--- src/rtl/core/pcs_pkg.sv ---
// Shared types and constants for the pitch change segmenter.
package pcs_pkg;

  localparam int PITCH_W         = 15;
  localparam int FRAME_W         = 16;
  localparam int THR_W           = 15;
  localparam int HALF_WINDOW_DEF = 6;
  localparam int MAX_FRAMES_DEF  = 65536;
  localparam int QUEUE_DEPTH     = 2;

  localparam logic [THR_W-1:0] THR_RESET = THR_W'(128);

  typedef struct packed {
    logic [PITCH_W-1:0] pitch_in;
    logic               seg_last;
  } in_item_t;

  typedef struct packed {
    logic [FRAME_W-1:0] boundary_frame;
    logic [PITCH_W-1:0] note_pitch;
  } out_item_t;

endpackage

--- src/rtl/core/pcs_front.sv ---
// Front end: takes pitch frames, slides the window and queues frames to evaluate.
module pcs_front
  import pcs_pkg::*;
#(
  parameter int HALF_WINDOW = HALF_WINDOW_DEF,
  parameter int MAX_FRAMES  = MAX_FRAMES_DEF,
  localparam int WIN_LEN    = 2 * HALF_WINDOW,
  localparam int ENTRY_W    = WIN_LEN * PITCH_W + FRAME_W + 1
) (
  input  logic               clk,
  input  logic               rst,
  input  logic               push,
  output logic               full,
  input  in_item_t           in_data,
  output logic               q_push,
  output logic [ENTRY_W-1:0] q_entry,
  input  logic               q_full
);

  localparam logic [FRAME_W-1:0] FC_MAX  = FRAME_W'(MAX_FRAMES - 1);
  localparam logic [FRAME_W-1:0] EVAL_N  = FRAME_W'(WIN_LEN - 1);
  localparam logic [FRAME_W-1:0] CTR_OFS = FRAME_W'(HALF_WINDOW - 1);

  logic [WIN_LEN-1:0][PITCH_W-1:0] window;
  logic [WIN_LEN-1:0][PITCH_W-1:0] win_sh;
  logic [FRAME_W-1:0]              frame_count;
  logic [FRAME_W-1:0]              centre;
  logic                            accept;
  logic                            evaluate;

  assign full     = q_full;
  assign accept   = push && !q_full;
  assign evaluate = frame_count >= EVAL_N;
  assign centre   = frame_count - CTR_OFS;

  // oldest frame at index 0
  always_comb begin
    for (int k = 0; k < WIN_LEN - 1; k++) begin
      win_sh[k] = window[k+1];
    end
    win_sh[WIN_LEN-1] = in_data.pitch_in;
  end

  assign q_push  = accept && (in_data.seg_last || evaluate);
  assign q_entry = {in_data.seg_last, centre, win_sh};

  always_ff @(posedge clk) begin
    if (rst) begin
      window      <= '0;
      frame_count <= '0;
    end else if (accept) begin
      if (in_data.seg_last) begin
        window      <= '0;
        frame_count <= '0;
      end else begin
        window <= win_sh;
        if (frame_count < FC_MAX) begin
          frame_count <= frame_count + FRAME_W'(1);
        end
      end
    end
  end

endmodule

--- src/rtl/core/pcs_queue.sv ---
// Short FIFO between the front end and the median engine.
module pcs_queue
  import pcs_pkg::*;
#(
  parameter int WIDTH = 1,
  parameter int DEPTH = QUEUE_DEPTH
) (
  input  logic             clk,
  input  logic             rst,
  input  logic             wr,
  input  logic [WIDTH-1:0] wr_data,
  output logic             q_full,
  input  logic             rd,
  output logic [WIDTH-1:0] rd_data,
  output logic             q_empty
);

  localparam int PW = $clog2(DEPTH);
  localparam int CW = $clog2(DEPTH + 1);
  localparam logic [PW-1:0] PTR_LAST = PW'(DEPTH - 1);

  logic [WIDTH-1:0] mem [DEPTH];
  logic [PW-1:0]    wr_ptr;
  logic [PW-1:0]    rd_ptr;
  logic [CW-1:0]    count;
  logic             do_wr;
  logic             do_rd;

  assign q_full  = count == CW'(DEPTH);
  assign q_empty = count == '0;
  assign do_wr   = wr && !q_full;
  assign do_rd   = rd && !q_empty;
  assign rd_data = mem[rd_ptr];

  always_ff @(posedge clk) begin
    if (do_wr) begin
      mem[wr_ptr] <= wr_data;
    end
  end

  always_ff @(posedge clk) begin
    if (rst) begin
      wr_ptr <= '0;
      rd_ptr <= '0;
      count  <= '0;
    end else begin
      if (do_wr) begin
        wr_ptr <= (wr_ptr == PTR_LAST) ? '0 : wr_ptr + PW'(1);
      end
      if (do_rd) begin
        rd_ptr <= (rd_ptr == PTR_LAST) ? '0 : rd_ptr + PW'(1);
      end
      if (do_wr && !do_rd) begin
        count <= count + CW'(1);
      end else if (do_rd && !do_wr) begin
        count <= count - CW'(1);
      end
    end
  end

endmodule

--- src/rtl/core/pcs_back.sv ---
// Back end: windowed median by rank search, note tracking and boundary output.
module pcs_back
  import pcs_pkg::*;
#(
  parameter int HALF_WINDOW = HALF_WINDOW_DEF,
  localparam int WIN_LEN    = 2 * HALF_WINDOW,
  localparam int ENTRY_W    = WIN_LEN * PITCH_W + FRAME_W + 1
) (
  input  logic               clk,
  input  logic               rst,
  input  logic               cfg_wr,
  input  logic [THR_W-1:0]   cfg_data,
  input  logic [ENTRY_W-1:0] q_data,
  input  logic               q_empty,
  output logic               q_pop,
  output logic               empty,
  input  logic               pop,
  output out_item_t          out_data
);

  localparam int IW = $clog2(WIN_LEN);
  localparam int CW = $clog2(WIN_LEN + 1);
  localparam logic [IW-1:0] IDX_LAST = IW'(WIN_LEN - 1);

  localparam logic [1:0] ST_IDLE   = 2'd0;
  localparam logic [1:0] ST_RUN    = 2'd1;
  localparam logic [1:0] ST_DECIDE = 2'd2;

  logic [1:0]                      state;
  logic [IW-1:0]                   idx;
  logic [WIN_LEN-1:0][PITCH_W-1:0] win;
  logic [WIN_LEN-1:0]              mask;
  logic [CW-1:0]                   rank;
  logic [FRAME_W-1:0]              centre;
  logic [PITCH_W-1:0]              med;
  logic [PITCH_W-1:0]              last_note;
  logic [FRAME_W-1:0]              last_boundary;
  logic [THR_W-1:0]                thr;
  logic                            out_valid;

  logic [WIN_LEN-1:0][PITCH_W-1:0] e_win;
  logic [FRAME_W-1:0]              e_centre;
  logic                            e_last;
  logic [WIN_LEN-1:0]              e_pos;
  logic [WIN_LEN-1:0]              e_mask;
  logic [CW-1:0]                   e_cnt;
  logic [PITCH_W-1:0]              cand;
  logic [CW-1:0]                   lt_cnt;
  logic [CW-1:0]                   le_cnt;
  logic                            hit;
  logic [PITCH_W-1:0]              diff;
  logic [FRAME_W:0]                bound_lim;
  logic                            out_free;
  logic                            out_set;

  assign {e_last, e_centre, e_win} = q_data;
  assign q_pop    = (state == ST_IDLE) && !q_empty;
  assign empty    = !out_valid;
  assign out_free = !out_valid || pop;

  // positive values, less the newest of them
  always_comb begin
    e_cnt = '0;
    for (int k = 0; k < WIN_LEN; k++) begin
      e_pos[k] = e_win[k] != '0;
    end
    for (int k = 0; k < WIN_LEN; k++) begin
      e_mask[k] = e_pos[k] && ((e_pos >> (k + 1)) != '0);
      e_cnt     = e_cnt + CW'(e_mask[k]);
    end
  end

  // candidate at idx is the median if its rank range covers the target rank
  always_comb begin
    cand   = win[idx];
    lt_cnt = '0;
    le_cnt = '0;
    for (int k = 0; k < WIN_LEN; k++) begin
      lt_cnt = lt_cnt + CW'(mask[k] && (win[k] < cand));
      le_cnt = le_cnt + CW'(mask[k] && (win[k] <= cand));
    end
    hit = mask[idx] && (lt_cnt <= rank) && (rank < le_cnt);
  end

  assign diff      = (med > last_note) ? (med - last_note) : (last_note - med);
  assign bound_lim = {1'b0, last_boundary} + (FRAME_W + 1)'(HALF_WINDOW);
  assign out_set   = (state == ST_DECIDE) && out_free && (diff > thr) &&
                     ({1'b0, centre} > bound_lim);

  always_ff @(posedge clk) begin
    if (rst) begin
      thr <= THR_RESET;
    end else if (cfg_wr) begin
      thr <= cfg_data;
    end
  end

  always_ff @(posedge clk) begin
    if (state == ST_IDLE) begin
      win    <= e_win;
      mask   <= e_mask;
      rank   <= e_cnt >> 1;
      centre <= e_centre;
    end
    if (state == ST_DECIDE && out_free) begin
      out_data.boundary_frame <= centre;
      out_data.note_pitch     <= med;
    end
  end

  always_ff @(posedge clk) begin
    if (rst) begin
      state         <= ST_IDLE;
      idx           <= '0;
      med           <= '0;
      last_note     <= '0;
      last_boundary <= '0;
      out_valid     <= 1'b0;
    end else begin
      if (out_set) begin
        out_valid <= 1'b1;
      end else if (pop && out_valid) begin
        out_valid <= 1'b0;
      end
      case (state)
        ST_IDLE: begin
          if (q_pop) begin
            if (e_last) begin
              // end of segment: start the next one from scratch
              last_note     <= '0;
              last_boundary <= '0;
            end else begin
              idx   <= '0;
              med   <= '0;
              state <= ST_RUN;
            end
          end
        end
        ST_RUN: begin
          if (hit) begin
            med <= cand;
          end
          if (idx == IDX_LAST) begin
            state <= ST_DECIDE;
          end else begin
            idx <= idx + IW'(1);
          end
        end
        ST_DECIDE: begin
          // hold until the output slot is free
          if (out_free) begin
            if (diff > thr) begin
              last_note <= med;
              if ({1'b0, centre} > bound_lim) begin
                last_boundary <= centre;
              end
            end
            state <= ST_IDLE;
          end
        end
        default: begin
          state <= ST_IDLE;
        end
      endcase
    end
  end

endmodule

--- src/rtl/core/pitch_change_segmenter_core.sv ---
// An evaluated frame goes through the queue, the back end's rank search and its decide state.
// The back end takes a new evaluated frame only in its idle state; its rank search checks
//   one window candidate per cycle, and a two-entry queue absorbs bursts.
// Frames that only fill the window are not queued; a final frame is queued and ends the segment.
// Reset (rst, synchronous): clears window, counters, note state and the queue; threshold to 128.
// Top level of the pitch change segmenter.
module pitch_change_segmenter_core
  import pcs_pkg::*;
#(
  parameter int HALF_WINDOW = HALF_WINDOW_DEF,
  parameter int MAX_FRAMES  = MAX_FRAMES_DEF
) (
  input  logic             clk,
  input  logic             rst,
  input  logic             push,
  output logic             full,
  input  in_item_t         in_data,
  output logic             empty,
  input  logic             pop,
  output out_item_t        out_data,
  input  logic             cfg_wr,
  input  logic [THR_W-1:0] cfg_data
);

  localparam int WIN_LEN = 2 * HALF_WINDOW;
  localparam int ENTRY_W = WIN_LEN * PITCH_W + FRAME_W + 1;

  logic               q_push;
  logic               q_full;
  logic               q_pop;
  logic               q_empty;
  logic [ENTRY_W-1:0] q_wdata;
  logic [ENTRY_W-1:0] q_rdata;

  pcs_front #(
    .HALF_WINDOW(HALF_WINDOW),
    .MAX_FRAMES (MAX_FRAMES)
  ) u_front (
    .clk    (clk),
    .rst    (rst),
    .push   (push),
    .full   (full),
    .in_data(in_data),
    .q_push (q_push),
    .q_entry(q_wdata),
    .q_full (q_full)
  );

  pcs_queue #(
    .WIDTH(ENTRY_W),
    .DEPTH(QUEUE_DEPTH)
  ) u_queue (
    .clk    (clk),
    .rst    (rst),
    .wr     (q_push),
    .wr_data(q_wdata),
    .q_full (q_full),
    .rd     (q_pop),
    .rd_data(q_rdata),
    .q_empty(q_empty)
  );

  pcs_back #(
    .HALF_WINDOW(HALF_WINDOW)
  ) u_back (
    .clk     (clk),
    .rst     (rst),
    .cfg_wr  (cfg_wr),
    .cfg_data(cfg_data),
    .q_data  (q_rdata),
    .q_empty (q_empty),
    .q_pop   (q_pop),
    .empty   (empty),
    .pop     (pop),
    .out_data(out_data)
  );

endmodule

--- config.mk ---
export PLATFORM = sky130hd
export DESIGN_NAME = pitch_change_segmenter_core
export DESIGN_NICKNAME = d
export VERILOG_FILES = /design/src/rtl/core/pcs_pkg.sv /design/src/rtl/core/pcs_front.sv /design/src/rtl/core/pcs_queue.sv /design/src/rtl/core/pcs_back.sv /design/src/rtl/core/pitch_change_segmenter_core.sv
export SDC_FILE = /design/constraint.sdc
export NUM_CORES = 1
export LEC_CHECK = 0
export BUFFER_PORTS_ARGS = -buffer_cell sky130_fd_sc_hd__buf_4
export CAP_MARGIN = 5
export CORE_ASPECT_RATIO = 0.8
export CORE_MARGIN = 2
export CORE_UTILIZATION = 48
export DETAILED_ROUTE_END_ITERATION = 10
export PLACE_DENSITY = 0.72
export SETUP_SLACK_MARGIN = 0.2
export SLEW_MARGIN = 20
export SYNTH_ARGS = -nofsm -noshare
export SYNTH_HDL_FRONTEND = slang
export SYNTH_HIERARCHICAL = 1
export SYNTH_SLANG_ARGS = --single-unit
--- constraint.sdc ---
create_clock -name clk -period 16 [get_ports clk]
set_input_delay 0.8 -clock clk [delete_from_list [all_inputs] [get_ports clk]]
set_output_delay 0.8 -clock clk [all_outputs]
set_load 0.005 [all_outputs]
==> results.toml <==
[clock_tree]
insertion_delay_to_the_later_sink_of_the_worst_skew_pair_ps = 650
post-cts-setup-buffers = 0
cts_repair_resize_count = 0
master_cell_of_the_clock_root_buffer = "sky130_fd_sc_hd__clkbuf_16"
cts_hold_buf = 0
number_of_buffers_added_by_the_clock_tree_synthesis_step = 81
cts-root-to-sink-buffers = 3
htree_num_levels = 3
clk_transition_reported_paths_ps = 60
tritoncts_clock_tree = "done"
clkSinkCount = 889

[worst_setup_path]
reg2reg_from = "u_back/idx[0]"
worstPathRequired_ps = 16500
r2r_end = "u_back/med[2]"
timing.reg2reg.setup_slack_ps = 7070
timing.critical_path.slowest_cell_delay_ps = 800
crit_path_end_kind = "flip-flop"
start_kind = "flip-flop"
timing.critical_path.fanout_max = 43
cp.arrival_ps = 9420
worstRegToRegCells = 31
cp_common_cell = "sky130_fd_sc_hd__fa_1"
worst-setup-path-type = "flip-flop to flip-flop"
slowest_stage = "sky130_fd_sc_hd__o21ai_2"

[yosys]
post_synth_inst_count = 3163
yosysSeqAreaShare_pct = 58.7
post_synthesis_instance_area_um2 = 41200
synth.ff_latch_count = 889
yosysWarnings = 6
netlist.area_leader.share_pct = 46.3
syn-mean-instance-area_um2 = 13.0
ys_top_cells_by_area = "sky130_fd_sc_hd__edfxtp_1, sky130_fd_sc_hd__dfxtp_1, sky130_fd_sc_hd__ha_1"
yosys_most_used_dff = "sky130_fd_sc_hd__edfxtp_1"
synth_largest_area_cell = "sky130_fd_sc_hd__edfxtp_1"
synth_edf_count = 635
synth-async-reset-ratio_pct = 0
synthDistinctLibCells = 77
post_syn_nets = 3460

[floorplanning]
floorplan.die_area_um2 = 88100
die_h_um = 266
ioPinCount = 69
die_x_um = 331
placementRows = 96
floorplan.core_area_um2 = 85400
initial_util_pct = 48.2

[worst_hold_path]
hold_path_class = "input port to flip-flop"
hold_path.startpoint = "in_data[2]"
worst_hold_path.endpoint = "u_queue/mem[1][166]"
worst_hold_path.num_cells = 1

[route]
vias = 25500
detailedRoute.firstIterationViolations = 2685
drt-vias-per-instance = 5.82
post_drt_wl_per_cell_um = 22.4
post-route-drc-count = 0
postRouteAntennaNets = 0
drt_first_pass_iters = 6
wirelength_um = 97900

[global_routing]
grt_start_max_net_pins = 143
antenna_found_initial = 1
globalRouteTotalUtil_pct = 21.9
global_route.overflow_total = 0
via_count_of_the_first_global_routing_pass = 24000
first_pass_grt_wire_length_um = 149000

[placed_design]
hpwlAfterDp_um = 66700
dpl_worst_slack_ps = 7100
io_buffer_count = 68
placer_congestion_estimate = 0.976

[finish]
layout.cells.most_common_list = "sky130_fd_sc_hd__edfxtp_1, sky130_fd_sc_hd__nor2_1, sky130_fd_sc_hd__a21oi_1"
nNetsFinal = 3474
n_antenna_cell = 0
area_growth_pct = 10.0
final_common_cell = "sky130_fd_sc_hd__edfxtp_1"
fin_util_pct = 53.0
drive_gt1_share_pct = 15.6

[timing]
finalSetupTns_ps = 0
hold_viol_final = 0
finalSetupViolations = 0
layout_setup_ws_ps = 7070
post-route-min-period_ps = 8930
fin_hold_ws_ps = 344
layout_worst_path_cycle_share_pct = 55.8
maxSlewViolCount = 0
rsz0062_at_grt = "no"
worst_slew_margin_rel_pct = 25.3
timing.clock.skew_ps = 28.8
maxClockFrequency_mhz = 112
tightestPinTransition_ps = 1120

[pwr]
power.density_nw_per_um2 = 211
static-leakage-power_nw = 17.1
vdd.ir_drop.worst_mv = 0.315

[status]
status = "completed"

[run]
cap_viol_max_count = 0
-- worst max-delay path, delay by kind of cell (launching register included) --
kind            cells  cell delay, ps
compound gates      8            2330
mux                 3            1020
simple gates        8             670
fa+ha+maj           7            3090
flops               1             480
buf+inv             5            1130
-- synth_stat cells, types with 4 or more instances --
master and n:
sky130_fd_sc_hd__a211oi_1 8, sky130_fd_sc_hd__a21o_1 13, sky130_fd_sc_hd__a21oi_1 292, sky130_fd_sc_hd__a22oi_1 9
sky130_fd_sc_hd__a31oi_1 14, sky130_fd_sc_hd__a41oi_1 5, sky130_fd_sc_hd__and2_1 6, sky130_fd_sc_hd__and3_1 174
sky130_fd_sc_hd__and4_1 18, sky130_fd_sc_hd__buf_1 11, sky130_fd_sc_hd__buf_2 21, sky130_fd_sc_hd__buf_4 19
sky130_fd_sc_hd__buf_6 21, sky130_fd_sc_hd__clkbuf_1 107, sky130_fd_sc_hd__dfxtp_1 254, sky130_fd_sc_hd__edfxtp_1 635
sky130_fd_sc_hd__fa_1 22, sky130_fd_sc_hd__ha_1 239, sky130_fd_sc_hd__inv_1 96, sky130_fd_sc_hd__mux2_1 15
sky130_fd_sc_hd__mux2_2 67, sky130_fd_sc_hd__mux2_4 130, sky130_fd_sc_hd__mux2i_1 57, sky130_fd_sc_hd__mux4_2 47
sky130_fd_sc_hd__nand2_1 111, sky130_fd_sc_hd__nand2b_1 29, sky130_fd_sc_hd__nand3_1 29, sky130_fd_sc_hd__nand4_1 50
sky130_fd_sc_hd__nor2_1 300, sky130_fd_sc_hd__nor2b_1 53, sky130_fd_sc_hd__nor3_1 35, sky130_fd_sc_hd__nor4_1 45
sky130_fd_sc_hd__o2111ai_1 17, sky130_fd_sc_hd__o211ai_1 9, sky130_fd_sc_hd__o21a_1 11, sky130_fd_sc_hd__o21ai_0 48
sky130_fd_sc_hd__o21ai_1 32, sky130_fd_sc_hd__o21bai_1 4, sky130_fd_sc_hd__o31ai_1 5, sky130_fd_sc_hd__or3_1 7
sky130_fd_sc_hd__or4_1 6, sky130_fd_sc_hd__xnor2_1 23, sky130_fd_sc_hd__xor2_1 24
-- how the worst max path moves through the flow --
stage,startpoint,end,slack [ps],cells after the start
after global placement,u_back/idx[0],u_back/med[5],7250,31
after global routing,u_back/idx[0],u_back/med[11],6430,31
after floorplan,u_back/state[0],u_back/last_note[10],3270,6
final,u_back/idx[0],u_back/med[2],7070,31
after detailed placement,u_back/idx[0],u_back/med[11],7100,31
after CTS,u_back/idx[0],u_back/med[2],7080,31
-- metal layers --
metal	vias up	wire length, um	track usage (%)
li1	11800	-	-
met1	12400	44700	33.1
met2	1076	42500	32.2
met3	123	8860	4.60
met4	0	1900	5.07
met5	-	0	0
-- stage by stage --
stage / power (W) / area [um^2] / instances
floorplan: 0.00633 / 41200 / 3163
global placement: 0.00741 / 42500 / 4221
detailed placement: 0.00754 / 42500 / 4221
CTS: 0.00954 / 45300 / 4372
global route: 0.0101 / 45300 / 4372
finish: 0.00955 / 45300 / 4372
-- area by class of cell --
| type | count | area [um^2] |
|---|---|---|
| Fill cell | 6976 | 40100 |
| Sequential cell | 889 | 24200 |
| Multi-Input combinational cell | 1996 | 15700 |
| Clock buffer | 119 | 2300 |
| Tap cell | 1127 | 1410 |
| Timing Repair Buffer | 112 | 860 |
| Clock inverter | 32 | 443 |
| Inverter | 97 | 374 |
-- report_power, final --
group          total, W  switching (W)  internal, W
logic           0.00426        0.00238      0.00188
registers       0.00330       0.000353      0.00295
clock network   0.00199       0.000834      0.00115
total           0.00955        0.00357      0.00598
-- kinds of logic (layout without fill, tap and decap cells) --
group | count (synthesis) | after routing | synth area share, %
AOI/OAI and AO/OA | 494 | 494 | 6.97
xor gates and xnor gates | 47 | 47 | 1.00
adders and majority gates | 261 | 261 | 8.34
buffers and inverters | 278 | 360 | 3.19
DFF | 889 | 889 | 58.7
muxes | 316 | 316 | 10.9
and+or+nand+nor | 878 | 878 | 10.9
-- sequential cells by signal, summed over array words and instances, names as in the netlist, named ones only --
| signal | cells |
|---|---|
| u_queue/mem | 394 |
| u_back/state | 2 |
| u_back/centre | 16 |
| u_back/thr | 15 |
| u_back/last_boundary | 16 |
| u_back/mask | 11 |
| u_back/out_data | 31 |
| u_back/rank | 3 |
| u_queue/wr_ptr | 1 |
| u_back/med | 15 |
| u_back/win | 180 |
| u_back/out_valid | 1 |
| u_back/idx | 4 |
| u_back/last_note | 15 |
| u_queue/count | 2 |
| u_front/frame_count | 16 |
| u_queue/rd_ptr | 1 |
| u_front/q_entry | 165 |
Power figures use the tool's default switching activity.
